==> src/rtl/core/ctgae_pkg.sv <==
package ctgae_pkg;

    // Beat widths on the two stream sides
    localparam int IN_W  = 96;
    localparam int OUT_W = 56;

    // Fixed field widths
    localparam int LEN_FIELD_W = 20;
    localparam int LVL_INT_W   = 16;
    localparam int SAMPLE_W    = 16;
    localparam int GAIN_W      = 17;
    localparam int PULSE_W     = 16;

    // Configuration port
    localparam int CFG_IDX_W  = 3;
    localparam int CFG_DATA_W = 20;

    localparam logic [CFG_IDX_W-1:0] CFG_DISABLE_UNARM = 3'd0;
    localparam logic [CFG_IDX_W-1:0] CFG_TRIGGER_MODE  = 3'd1;
    localparam logic [CFG_IDX_W-1:0] CFG_PULSE_LEN     = 3'd2;
    localparam logic [CFG_IDX_W-1:0] CFG_MIN_ENV_LEN   = 3'd3;
    localparam logic [CFG_IDX_W-1:0] CFG_MAX_ENV_LEN   = 3'd4;

    // Toggle states
    typedef enum logic [1:0] {
        TG_IDLE   = 2'd0,
        TG_ARMED  = 2'd1,
        TG_GATING = 2'd2,
        TG_DISARM = 2'd3
    } t_toggle;

    // Envelope stages
    typedef enum logic [1:0] {
        ENV_STOP    = 2'd0,
        ENV_ATTACK  = 2'd1,
        ENV_SUSTAIN = 2'd2,
        ENV_RELEASE = 2'd3
    } t_env_stage;

endpackage

==> src/rtl/core/ctgae_div.sv <==
module ctgae_div #(
    parameter int DW = 24,
    parameter int VW = 20
) (
    input  logic          i_clk,
    input  logic          i_rst_n,
    input  logic          i_start,
    input  logic [DW-1:0] i_dividend,
    input  logic [VW-1:0] i_divisor,
    output logic          o_done,
    output logic [DW-1:0] o_quotient
);
    localparam int CW = $clog2(DW + 1);

    logic [CW-1:0] r_cnt;
    logic          r_done;
    logic [DW-1:0] r_quo;
    logic [VW-1:0] r_rem;
    logic [VW-1:0] r_den;

    logic [VW:0]   w_shift;
    logic [VW:0]   w_diff;
    logic          w_ge;

    // Shift in the next dividend bit and try one subtract
    assign w_shift = {r_rem, r_quo[DW-1]};
    assign w_diff  = w_shift - {1'b0, r_den};
    assign w_ge    = (w_shift >= {1'b0, r_den});

    // Control: count the quotient bits
    always_ff @(posedge i_clk) begin
        if (!i_rst_n) begin
            r_cnt  <= '0;
            r_done <= 1'b0;
        end else begin
            r_done <= 1'b0;
            if (i_start) begin
                r_cnt <= CW'(DW);
            end else if (r_cnt != '0) begin
                r_cnt <= r_cnt - CW'(1);
                if (r_cnt == CW'(1)) begin
                    r_done <= 1'b1;
                end
            end
        end
    end

    // Datapath: restoring division, one bit a cycle
    always_ff @(posedge i_clk) begin
        if (i_start) begin
            r_quo <= i_dividend;
            r_rem <= '0;
            r_den <= i_divisor;
        end else if (r_cnt != '0) begin
            r_quo <= {r_quo[DW-2:0], w_ge};
            r_rem <= w_ge ? w_diff[VW-1:0] : w_shift[VW-1:0];
        end
    end

    assign o_done     = r_done;
    assign o_quotient = r_quo;

endmodule

==> src/rtl/core/ctgae_vca.sv <==
module ctgae_vca (
    input  logic                                  i_clk,
    input  logic                                  i_en,
    input  logic signed [ctgae_pkg::SAMPLE_W-1:0] i_sample,
    input  logic        [ctgae_pkg::GAIN_W-1:0]   i_gain,
    output logic signed [ctgae_pkg::SAMPLE_W-1:0] o_scaled
);
    import ctgae_pkg::*;

    localparam int PW = SAMPLE_W + GAIN_W + 1;

    logic signed [PW-1:0] r_prod;

    // Multiply one channel by the gain and hold the product
    always_ff @(posedge i_clk) begin
        if (i_en) begin
            r_prod <= i_sample * $signed({1'b0, i_gain});
        end
    end

    // Arithmetic shift by 16 floors toward minus infinity
    assign o_scaled = r_prod[SAMPLE_W+15:16];

endmodule

==> src/rtl/core/clocked_toggle_gate_asr_envelope_unit.sv <==
// Clock-synced toggle gate with an attack/sustain/release envelope and stereo VCA.
// Input stream: one beat per audio sample period carries the clock, arm and reset
// levels, sustain, attack and release lengths and a stereo sample pair.
// Output stream: one beat per input beat with the scaled pair, gate, pending and
// active flags and the current envelope level.
// Configuration: write enable, register index and data; write only while idle.
// Sequence: an input beat that starts an attack or release first waits for the
// bit-serial step divider, which produces one quotient bit a cycle; every beat
// then goes through envelope update, two passes of the shared multiplier and the
// output load.
// Throughput: one item at a time, the next beat taken in the cycle after the output
// load at the earliest; tready is high only while the sequencer waits for a beat.
// Receiver stall: a finished beat sits in the output register and the next input
// beat is still taken; the sequencer waits before its final load until the
// output register frees up.
// Reset (synchronous, active low): idle toggle state, envelope stopped at zero,
// edge detectors cleared and registers at their defaults.
module clocked_toggle_gate_asr_envelope_unit #(
    parameter int LEN_BITS  = 20,
    parameter int FRAC_BITS = 8
) (
    input  logic                                  i_clk,
    input  logic                                  i_rst_n,
    // clock_level, arm_level, reset_level, sustain_sum[17:0], attack_len[19:0],
    // release_len[19:0], in_left[15:0], in_right[15:0], left_connected,
    // right_connected, zero fill
    input  logic                                  i_s_axis_tvalid,
    output logic                                  o_s_axis_tready,
    input  logic [ctgae_pkg::IN_W-1:0]            i_s_axis_tdata,
    // out_left[15:0], out_right[15:0], gate_out, pending_flag, active_flag,
    // envelope[15:0], zero fill
    output logic                                  o_m_axis_tvalid,
    input  logic                                  i_m_axis_tready,
    output logic [ctgae_pkg::OUT_W-1:0]           o_m_axis_tdata,
    input  logic                                  i_cfg_we,
    input  logic [ctgae_pkg::CFG_IDX_W-1:0]       i_cfg_index,
    input  logic [ctgae_pkg::CFG_DATA_W-1:0]      i_cfg_data
);
    import ctgae_pkg::*;

    localparam int LW  = (LEN_BITS < LEN_FIELD_W) ? LEN_BITS : LEN_FIELD_W;
    localparam int LVW = LVL_INT_W + FRAC_BITS;
    localparam logic [LVW-1:0] FULL_LEVEL = LVW'(16'hFFFF) << FRAC_BITS;

    typedef enum logic [2:0] {
        S_IDLE = 3'd0,
        S_DIV  = 3'd1,
        S_ENV  = 3'd2,
        S_MULL = 3'd3,
        S_MULR = 3'd4,
        S_DONE = 3'd5
    } t_seq;

    // Configuration registers
    logic                   r_disable_unarm;
    logic                   r_trigger_mode;
    logic [PULSE_W-1:0]     r_pulse_len;
    logic [LEN_FIELD_W-1:0] r_min_env_len;
    logic [LEN_FIELD_W-1:0] r_max_env_len;

    // Control state
    t_seq                   r_seq;
    t_toggle                r_toggle;
    t_env_stage             r_stage;
    logic [LVW-1:0]         r_level;
    logic [LVW-1:0]         r_step;
    logic                   r_prev_clock;
    logic                   r_prev_arm;
    logic                   r_prev_reset;
    logic                   r_gate;
    logic                   r_pulse_active;
    logic [PULSE_W-1:0]     r_pulse_cnt;
    logic                   r_pending;
    logic                   r_active;
    logic                   r_ovalid;

    // Item payload held over the sequence
    logic [LVW-1:0]               r_sustain;
    logic signed [SAMPLE_W-1:0]   r_in_left;
    logic signed [SAMPLE_W-1:0]   r_in_right;
    logic                         r_left_conn;
    logic                         r_right_conn;
    logic signed [SAMPLE_W-1:0]   r_left_tmp;

    // Output beat
    logic signed [SAMPLE_W-1:0]   r_o_left;
    logic signed [SAMPLE_W-1:0]   r_o_right;
    logic                         r_o_gate;
    logic                         r_o_pending;
    logic                         r_o_active;
    logic [LVL_INT_W-1:0]         r_o_env;

    // Input fields
    logic                         f_clock;
    logic                         f_arm;
    logic                         f_reset;
    logic signed [17:0]           f_sustain;
    logic [LEN_FIELD_W-1:0]       f_attack;
    logic [LEN_FIELD_W-1:0]       f_release;
    logic signed [SAMPLE_W-1:0]   f_in_left;
    logic signed [SAMPLE_W-1:0]   f_in_right;
    logic                         f_left_conn;
    logic                         f_right_conn;

    assign f_clock      = i_s_axis_tdata[0];
    assign f_arm        = i_s_axis_tdata[1];
    assign f_reset      = i_s_axis_tdata[2];
    assign f_sustain    = i_s_axis_tdata[20:3];
    assign f_attack     = i_s_axis_tdata[40:21];
    assign f_release    = i_s_axis_tdata[60:41];
    assign f_in_left    = i_s_axis_tdata[76:61];
    assign f_in_right   = i_s_axis_tdata[92:77];
    assign f_left_conn  = i_s_axis_tdata[93];
    assign f_right_conn = i_s_axis_tdata[94];

    logic w_accept;
    assign o_s_axis_tready = (r_seq == S_IDLE);
    assign w_accept        = i_s_axis_tvalid && o_s_axis_tready;

    // Saturate sustain to 0..1.0
    logic [LVL_INT_W-1:0] w_sus16;
    logic [LVW-1:0]       w_sustain;
    always_comb begin
        if (f_sustain[17]) begin
            w_sus16 = '0;
        end else if (f_sustain[16]) begin
            w_sus16 = 16'hFFFF;
        end else begin
            w_sus16 = f_sustain[15:0];
        end
    end
    assign w_sustain = LVW'(w_sus16) << FRAC_BITS;

    // Clamp attack and release lengths
    logic [LW-1:0] w_min_len;
    logic [LW-1:0] w_max_len;
    logic [LW-1:0] w_atk_len;
    logic [LW-1:0] w_rel_len;
    logic [LW-1:0] w_atk_eff;
    logic [LW-1:0] w_rel_eff;
    logic          w_atk_ok;
    logic          w_rel_ok;

    assign w_min_len = r_min_env_len[LW-1:0];
    assign w_max_len = r_max_env_len[LW-1:0];
    assign w_atk_len = f_attack[LW-1:0];
    assign w_rel_len = f_release[LW-1:0];
    assign w_atk_eff = (w_atk_len > w_max_len) ? w_max_len : w_atk_len;
    assign w_rel_eff = (w_rel_len > w_max_len) ? w_max_len : w_rel_len;
    assign w_atk_ok  = !(w_atk_len < w_min_len) && (w_atk_eff != '0);
    assign w_rel_ok  = !(w_rel_len < w_min_len) && (w_rel_eff != '0);

    // Edge detect the control levels
    logic w_clk_edge;
    logic w_arm_edge;
    logic w_rst_edge;
    assign w_clk_edge = f_clock && !r_prev_clock;
    assign w_arm_edge = f_arm && !r_prev_arm;
    assign w_rst_edge = f_reset && !r_prev_reset;

    // Toggle state machine, gate and pulse for the beat being accepted
    t_toggle            n_toggle;
    t_env_stage         n_stage;
    logic [LVW-1:0]     n_level;
    logic               n_gate;
    logic               n_pulse_active;
    logic [PULSE_W-1:0] n_pulse_cnt;
    logic               w_div_go;
    logic [LVW-1:0]     w_div_num;
    logic [LW-1:0]      w_div_den;

    always_comb begin
        n_toggle       = r_toggle;
        n_stage        = r_stage;
        n_level        = r_level;
        n_gate         = r_gate;
        n_pulse_active = r_pulse_active;
        n_pulse_cnt    = r_pulse_cnt;
        w_div_go       = 1'b0;
        w_div_num      = '0;
        w_div_den      = '0;

        // Reset edge: stop the envelope, go idle, drop the gate or fire a pulse if gating in trigger mode
        if (w_rst_edge) begin
            n_gate = 1'b0;
            if (r_trigger_mode && (n_toggle == TG_GATING)) begin
                n_gate         = 1'b1;
                n_pulse_active = 1'b1;
                n_pulse_cnt    = r_pulse_len;
            end
            n_stage  = ENV_STOP;
            n_level  = '0;
            n_toggle = TG_IDLE;
        end

        unique case (n_toggle)
            TG_IDLE: begin
                if (w_arm_edge) begin
                    n_toggle = TG_ARMED;
                end
            end
            TG_ARMED: begin
                if (w_arm_edge && !r_disable_unarm) begin
                    n_gate   = 1'b0;
                    n_toggle = TG_IDLE;
                end else if (w_clk_edge) begin
                    n_gate = 1'b1;
                    if (r_trigger_mode) begin
                        n_pulse_active = 1'b1;
                        n_pulse_cnt    = r_pulse_len;
                    end
                    n_toggle = TG_GATING;
                    if (w_atk_ok) begin
                        n_stage   = ENV_ATTACK;
                        w_div_go  = 1'b1;
                        w_div_num = (FULL_LEVEL > n_level) ? (FULL_LEVEL - n_level) : '0;
                        w_div_den = w_atk_eff;
                    end else begin
                        n_stage = ENV_SUSTAIN;
                    end
                end
            end
            TG_GATING: begin
                if (!r_trigger_mode) begin
                    n_gate = 1'b1;
                end
                if (w_arm_edge) begin
                    n_toggle = TG_DISARM;
                end
            end
            TG_DISARM: begin
                if (w_arm_edge && !r_disable_unarm) begin
                    n_toggle = TG_GATING;
                end else if (w_clk_edge) begin
                    if (!r_trigger_mode) begin
                        n_gate = 1'b0;
                    end else begin
                        n_gate         = 1'b1;
                        n_pulse_active = 1'b1;
                        n_pulse_cnt    = r_pulse_len;
                    end
                    n_toggle = TG_IDLE;
                    if (w_rel_ok) begin
                        n_stage   = ENV_RELEASE;
                        w_div_go  = 1'b1;
                        w_div_num = n_level;
                        w_div_den = w_rel_eff;
                    end else begin
                        n_stage = ENV_STOP;
                    end
                end
            end
        endcase

        // Count down the trigger pulse
        if (r_trigger_mode && n_pulse_active) begin
            if (n_pulse_cnt == '0) begin
                n_pulse_active = 1'b0;
                n_gate         = 1'b0;
            end else begin
                n_pulse_cnt = n_pulse_cnt - PULSE_W'(1);
            end
        end
    end

    // Step divider
    logic           w_div_done;
    logic [LVW-1:0] w_quotient;

    ctgae_div #(
        .DW (LVW),
        .VW (LW)
    ) u_div (
        .i_clk      (i_clk),
        .i_rst_n    (i_rst_n),
        .i_start    (w_accept && w_div_go),
        .i_dividend (w_div_num),
        .i_divisor  (w_div_den),
        .o_done     (w_div_done),
        .o_quotient (w_quotient)
    );

    // Envelope advance by one sample
    logic [LVW:0]   w_sum;
    logic [LVW-1:0] w_env_level;
    t_env_stage     w_env_stage;

    assign w_sum = {1'b0, r_level} + {1'b0, r_step};

    always_comb begin
        w_env_level = r_level;
        w_env_stage = r_stage;
        unique case (r_stage)
            ENV_ATTACK: begin
                if (w_sum >= {1'b0, r_sustain}) begin
                    w_env_level = r_sustain;
                    w_env_stage = ENV_SUSTAIN;
                end else begin
                    w_env_level = w_sum[LVW-1:0];
                end
            end
            ENV_SUSTAIN: begin
                w_env_level = r_sustain;
            end
            ENV_RELEASE: begin
                if (r_step > r_level) begin
                    w_env_level = '0;
                    w_env_stage = ENV_STOP;
                end else begin
                    w_env_level = r_level - r_step;
                end
            end
            ENV_STOP: begin
                w_env_level = '0;
                w_env_stage = ENV_STOP;
            end
        endcase
    end

    // Gain from the envelope, 0..65536
    logic [LVL_INT_W-1:0] w_env16;
    logic [GAIN_W-1:0]    w_gain;
    assign w_env16 = r_level[LVW-1:FRAC_BITS];
    assign w_gain  = {1'b0, w_env16} + GAIN_W'(w_env16[LVL_INT_W-1]);

    // Shared multiplier, left pass then right pass
    logic                       w_vca_en;
    logic signed [SAMPLE_W-1:0] w_vca_sample;
    logic signed [SAMPLE_W-1:0] w_vca_out;

    assign w_vca_en = (r_seq == S_MULL) || (r_seq == S_MULR);

    always_comb begin
        if (r_seq == S_MULL) begin
            w_vca_sample = r_left_conn ? r_in_left : 16'sh7FFF;
        end else begin
            w_vca_sample = r_right_conn ? r_in_right : 16'sh7FFF;
        end
    end

    ctgae_vca u_vca (
        .i_clk    (i_clk),
        .i_en     (w_vca_en),
        .i_sample (w_vca_sample),
        .i_gain   (w_gain),
        .o_scaled (w_vca_out)
    );

    logic w_load_out;
    assign w_load_out = (r_seq == S_DONE) && (!r_ovalid || i_m_axis_tready);

    // Configuration writes
    always_ff @(posedge i_clk) begin
        if (!i_rst_n) begin
            r_disable_unarm <= 1'b0;
            r_trigger_mode  <= 1'b0;
            r_pulse_len     <= 16'd48;
            r_min_env_len   <= 20'd48;
            r_max_env_len   <= 20'd480000;
        end else if (i_cfg_we) begin
            unique case (i_cfg_index)
                CFG_DISABLE_UNARM: r_disable_unarm <= i_cfg_data[0];
                CFG_TRIGGER_MODE:  r_trigger_mode  <= i_cfg_data[0];
                CFG_PULSE_LEN:     r_pulse_len     <= i_cfg_data[PULSE_W-1:0];
                CFG_MIN_ENV_LEN:   r_min_env_len   <= i_cfg_data;
                CFG_MAX_ENV_LEN:   r_max_env_len   <= i_cfg_data;
                default: ;
            endcase
        end
    end

    // Sequencer, block state and output beat
    always_ff @(posedge i_clk) begin
        if (!i_rst_n) begin
            r_seq          <= S_IDLE;
            r_toggle       <= TG_IDLE;
            r_stage        <= ENV_STOP;
            r_level        <= '0;
            r_step         <= '0;
            r_prev_clock   <= 1'b0;
            r_prev_arm     <= 1'b0;
            r_prev_reset   <= 1'b0;
            r_gate         <= 1'b0;
            r_pulse_active <= 1'b0;
            r_pulse_cnt    <= '0;
            r_pending      <= 1'b0;
            r_active       <= 1'b0;
            r_ovalid       <= 1'b0;
        end else begin
            // Drop the output beat once taken, unless a new one loads
            if (r_ovalid && i_m_axis_tready && !w_load_out) begin
                r_ovalid <= 1'b0;
            end

            unique case (r_seq)
                S_IDLE: begin
                    if (w_accept) begin
                        r_toggle       <= n_toggle;
                        r_stage        <= n_stage;
                        r_level        <= n_level;
                        r_gate         <= n_gate;
                        r_pulse_active <= n_pulse_active;
                        r_pulse_cnt    <= n_pulse_cnt;
                        r_prev_clock   <= f_clock;
                        r_prev_arm     <= f_arm;
                        r_prev_reset   <= f_reset;
                        r_pending      <= (n_toggle == TG_ARMED) || (n_toggle == TG_DISARM);
                        r_active       <= (n_toggle == TG_GATING) || (n_toggle == TG_DISARM);
                        r_sustain      <= w_sustain;
                        r_in_left      <= f_in_left;
                        r_in_right     <= f_in_right;
                        r_left_conn    <= f_left_conn;
                        r_right_conn   <= f_right_conn;
                        r_seq          <= w_div_go ? S_DIV : S_ENV;
                    end
                end
                S_DIV: begin
                    if (w_div_done) begin
                        r_step <= (w_quotient == '0) ? LVW'(1) : w_quotient;
                        r_seq  <= S_ENV;
                    end
                end
                S_ENV: begin
                    r_level <= w_env_level;
                    r_stage <= w_env_stage;
                    r_seq   <= S_MULL;
                end
                S_MULL: begin
                    r_seq <= S_MULR;
                end
                S_MULR: begin
                    r_left_tmp <= w_vca_out;
                    r_seq      <= S_DONE;
                end
                S_DONE: begin
                    if (w_load_out) begin
                        r_o_left    <= r_left_tmp;
                        r_o_right   <= w_vca_out;
                        r_o_gate    <= r_gate;
                        r_o_pending <= r_pending;
                        r_o_active  <= r_active;
                        r_o_env     <= w_env16;
                        r_ovalid    <= 1'b1;
                        r_seq       <= S_IDLE;
                    end
                end
                default: begin
                    r_seq <= S_IDLE;
                end
            endcase
        end
    end

    assign o_m_axis_tvalid = r_ovalid;
    assign o_m_axis_tdata  = {5'b0, r_o_env, r_o_active, r_o_pending, r_o_gate,
                              r_o_right, r_o_left};

    // Checks
    a_busy_after_accept: assert property (@(posedge i_clk) disable iff (!i_rst_n)
        w_accept |=> !o_s_axis_tready)
        else $error("input taken while an item is in flight");

    a_div_done_in_div: assert property (@(posedge i_clk) disable iff (!i_rst_n)
        w_div_done |-> (r_seq == S_DIV))
        else $error("divider finished outside the divide step");

    a_level_bounded: assert property (@(posedge i_clk) disable iff (!i_rst_n)
        r_level <= FULL_LEVEL)
        else $error("envelope level above full scale");

    a_stop_is_zero: assert property (@(posedge i_clk) disable iff (!i_rst_n)
        ((r_seq == S_MULL) && (r_stage == ENV_STOP)) |-> (r_level == '0))
        else $error("stopped envelope holds a nonzero level");

    a_no_load_over_beat: assert property (@(posedge i_clk) disable iff (!i_rst_n)
        (r_ovalid && !i_m_axis_tready) |-> !w_load_out)
        else $error("output beat overwritten while stalled");

endmodule

==> config.mk <==
export PLATFORM = sky130hd
export DESIGN_NAME = clocked_toggle_gate_asr_envelope_unit
export DESIGN_NICKNAME = d
export VERILOG_FILES = /design/src/rtl/core/ctgae_pkg.sv /design/src/rtl/core/ctgae_div.sv /design/src/rtl/core/ctgae_vca.sv /design/src/rtl/core/clocked_toggle_gate_asr_envelope_unit.sv
export SDC_FILE = /design/constraint.sdc
export NUM_CORES = 2
export LEC_CHECK = 0
export BUFFER_PORTS_ARGS = -buffer_cell sky130_fd_sc_hd__buf_2
export CORE_MARGIN = 4
export CORE_UTILIZATION = 39
export DETAILED_ROUTE_END_ITERATION = 16
export GPL_TIMING_DRIVEN = 0
export PLACE_DENSITY = 0.58
export SLEW_MARGIN = 20
export SYNTH_ARGS = -nofsm -noshare
export SYNTH_HDL_FRONTEND = slang
export SYNTH_SLANG_ARGS = --single-unit
==> constraint.sdc <==
create_clock -name i_clk -period 9.4 [get_ports i_clk]
set_input_delay 1.88 -clock i_clk [delete_from_list [all_inputs] [get_ports i_clk]]
set_output_delay 1.88 -clock i_clk [all_outputs]
set_load 0.02 [all_outputs]
==> out/qor.csv <==
metric,value,unit
synth-to-layout area growth,12.26,%
final instance area,0.03332,sq mm
Max-cap violations,0,
post-layout util,0.4446,
CTS tree,yes,
post-route ant nets,0,
Final Skew,0.05157,ns
crit path max fanout,8,
WL final,94.01,mm
core area,0.07495,sq mm
clock latency at the later pin of the worst-skew pair,0.62,ns
final worst path period share,0.9535,
Placer Congestion,0.9776,
Leak,14.35,nW
prevailing post-synth register cell,edfxtp_1,
# DRC,0,
post-DR wirelength/cell,20.54,microns
hpwl dp,74.15,mm
startpoint types,flop,
Highest Clock Rate,111.6,MHz
"commonest non-fill, non-tap cell in the layout",nand2_1,
Synth Register Bits,339,
pin count of the biggest net entering global routing,38,
P per Cell Area,168.6,mW/mm^2
Least-Margin Pin Slew,1.217,ns
sequential area share after synthesis,0.2884,
RSZ-0062 raised after global routing,false,
ys async rst share,0,
total area of sequential cells,0.008558,sq mm
initial antenna violation count,1,
largest area contributor in the netlist,edfxtp_1,
CP Capture Type,flop,
Mapped Cells,3354,
routed vias/inst,5.471,
clock root buffer,clkbuf_16,
cts bufs inserted,41,
Synth area leaders,"edfxtp_1, fa_1, ha_1, dfxtp_1, nand2_1",
CP Data Arrival Time,9.32,ns
GRT Total Usage,0.2285,
Post-synth EDFFs,177,
H-tree depth,2,
Yosys cell types,105,
maximum vdd ir drop,0.1204,mV
Slew headroom,0.1859,
worst-case clock buffer depth,3,
setup violators final,0,
Ports,182,
DIE WIDTH,283.9,microns
Via Count,25050,
placed cell area,0.03188,sq mm
"most used cell, CP",fa_1,
layout cells sized above 1,0.09587,
Final min period,8.963,ns
placed cells,4503,
Worst path slowest cell,dfxtp_1,
post-route setup TNS,0,ns
Crit path largest cell delay,0.79,ns
Inserted Diodes,0,
"Reg clk slew, reported paths",0.07,ns
chip height,283.9,microns
Ys Warns,0,
status,"finished, final reports clean",
Post-layout nets,4194,
vias in the first global route,25130,
max-slew violations,0,
# fillers,7477,
# rows,100,
WS Path Type,reg2reg,
Initial Util,0.3960,
Avg Synthesized Cell Area,8.849,sq um
1st-pass router iterations,6,
Hold WS,0.4158,ns
PortBufs,172,
Iteration-0 DRC Markers,2176,
post-synthesis instance area,0.02968,sq mm
WP data required,9.75,ns
setup bufs post-CTS,0,
total congestion overflow,0,
final hold violation count,0,
clk sink count,339,
area occupied by multi-input gates,0.01897,sq mm
"non-filler cells, final",4578,
"commonest non-fill, non-tap cells in the layout","nand2_1, inv_1, nor2_1",
Die ar.,0.08058,sq mm
worst hold path type,reg2reg,
Synth top area share,0.1791,
global-route wire length before repair,145.7,mm
==> worst max-delay path: cells and delay by family (launching register included) <==
kind / cells / cell delay, ns
simple gates: 6 / 1.45
buf+inv: 4 / 0.22
xor+xnor: 2 / 0.75
flops: 1 / 0.79
fa+ha+maj: 8 / 3.68
compound gates: 7 / 1.76
==> metrics by stage <==
stage / power (mW) / setup slack [ns]
2_1_floorplan: 3.377 / 1.763
3_3_place_gp: 3.957 / -0.003267
3_5_place_dp: 3.979 / -0.08686
4_1_cts: 5.651 / 0.002132
5_1_grt: 5.996 / 0.002672
6_report: 5.616 / 0.4368
==> registers in the layout, summed over array words and instances, names as in the netlist, 20 cells and up <==
signal and count:
u_div.r_rem 20, r_step 24, r_min_env_len 20, u_div.r_den 20, u_div.o_quotient 24, r_level 24, r_max_env_len 20
==> synthesized netlist by cell type (10+ instances only) <==
master	count
nand4_1	28
and3_1	22
o21a_1	17
nor3_1	82
o22ai_1	37
and2_1	20
o31ai_1	13
a221oi_1	16
o21ai_1	12
dfxtp_1	162
a21oi_1	201
edfxtp_1	177
xor2_1	43
nor2b_1	22
a31oi_1	17
a2bb2oi_1	10
clkbuf_1	118
ha_1	284
buf_2	18
nand2_1	449
nor4_1	31
inv_1	417
o21bai_1	19
nand3_1	62
mux2i_1	60
a211oi_1	32
o21ai_0	80
o22a_1	15
a21o_1	51
nor2_1	299
fa_1	210
xnor2_1	70
or3_1	20
nand2b_1	23
o211ai_1	34
==> final timing paths <==
kind / from / to / slack (ns) / cells after the start
worst max-delay path: r_level[8] / u_vca.r_prod[30] / 0.44 / 27
worst min-delay path: r_left_tmp[8] / r_o_left[8] / 0.42 / 0
worst max register to register: r_level[8] / u_vca.r_prod[30] / 0.44 / 27
worst min register to register: r_left_tmp[8] / r_o_left[8] / 0.42 / 0
==> power by group <==
part	internal, mW	leakage (nW)	switching (mW)
combinational	0.788	10.7	1.24
sequential	1.78	2.98	0.152
clock	0.934	0.665	0.715
==> layout make-up <==
cell class,count,area share
Sequential cell,339,0.2569
Inverter,420,0.04739
Multi-Input combinational cell,2441,0.5692
Timing Repair Buffer,176,0.02779
Clock buffer,49,0.03169
Clock inverter,27,0.009801
Buffer,157,0.02084
Tap cell,969,0.03639
==> per-layer routing <==
layer / wire length (microns) / global-route usage / up-vias
met1: 41320 / 0.3073 / 12070
met5: 11 / 0 / -
met2: 43370 / 0.3782 / 844
li1: - / - / 11920
met4: 3897 / 0.08646 / 2
met3: 5421 / 0.02755 / 212
==> cell families after synthesis <==
| logic type | Yosys count | share of synthesized area |
|---|---|---|
| buffers and inverters | 578 | 0.07630 |
| xor gates and xnor gates | 113 | 0.03335 |
| other | 1 | 0.0001263 |
| AOI/OAI and AO/OA | 649 | 0.1459 |
| muxes | 73 | 0.02559 |
| DFF | 339 | 0.2884 |
| and+or+nand+nor | 1107 | 0.1690 |
| adders and majority gates | 494 | 0.2614 |
==> what timing repair did <==
item,4_1_cts,5_1_grt
endpoints found under the setup margin,1,8
hold buffers,0,0
pin swaps,0,0
gates resized for setup,4,18
Power figures use the tool's default switching activity.
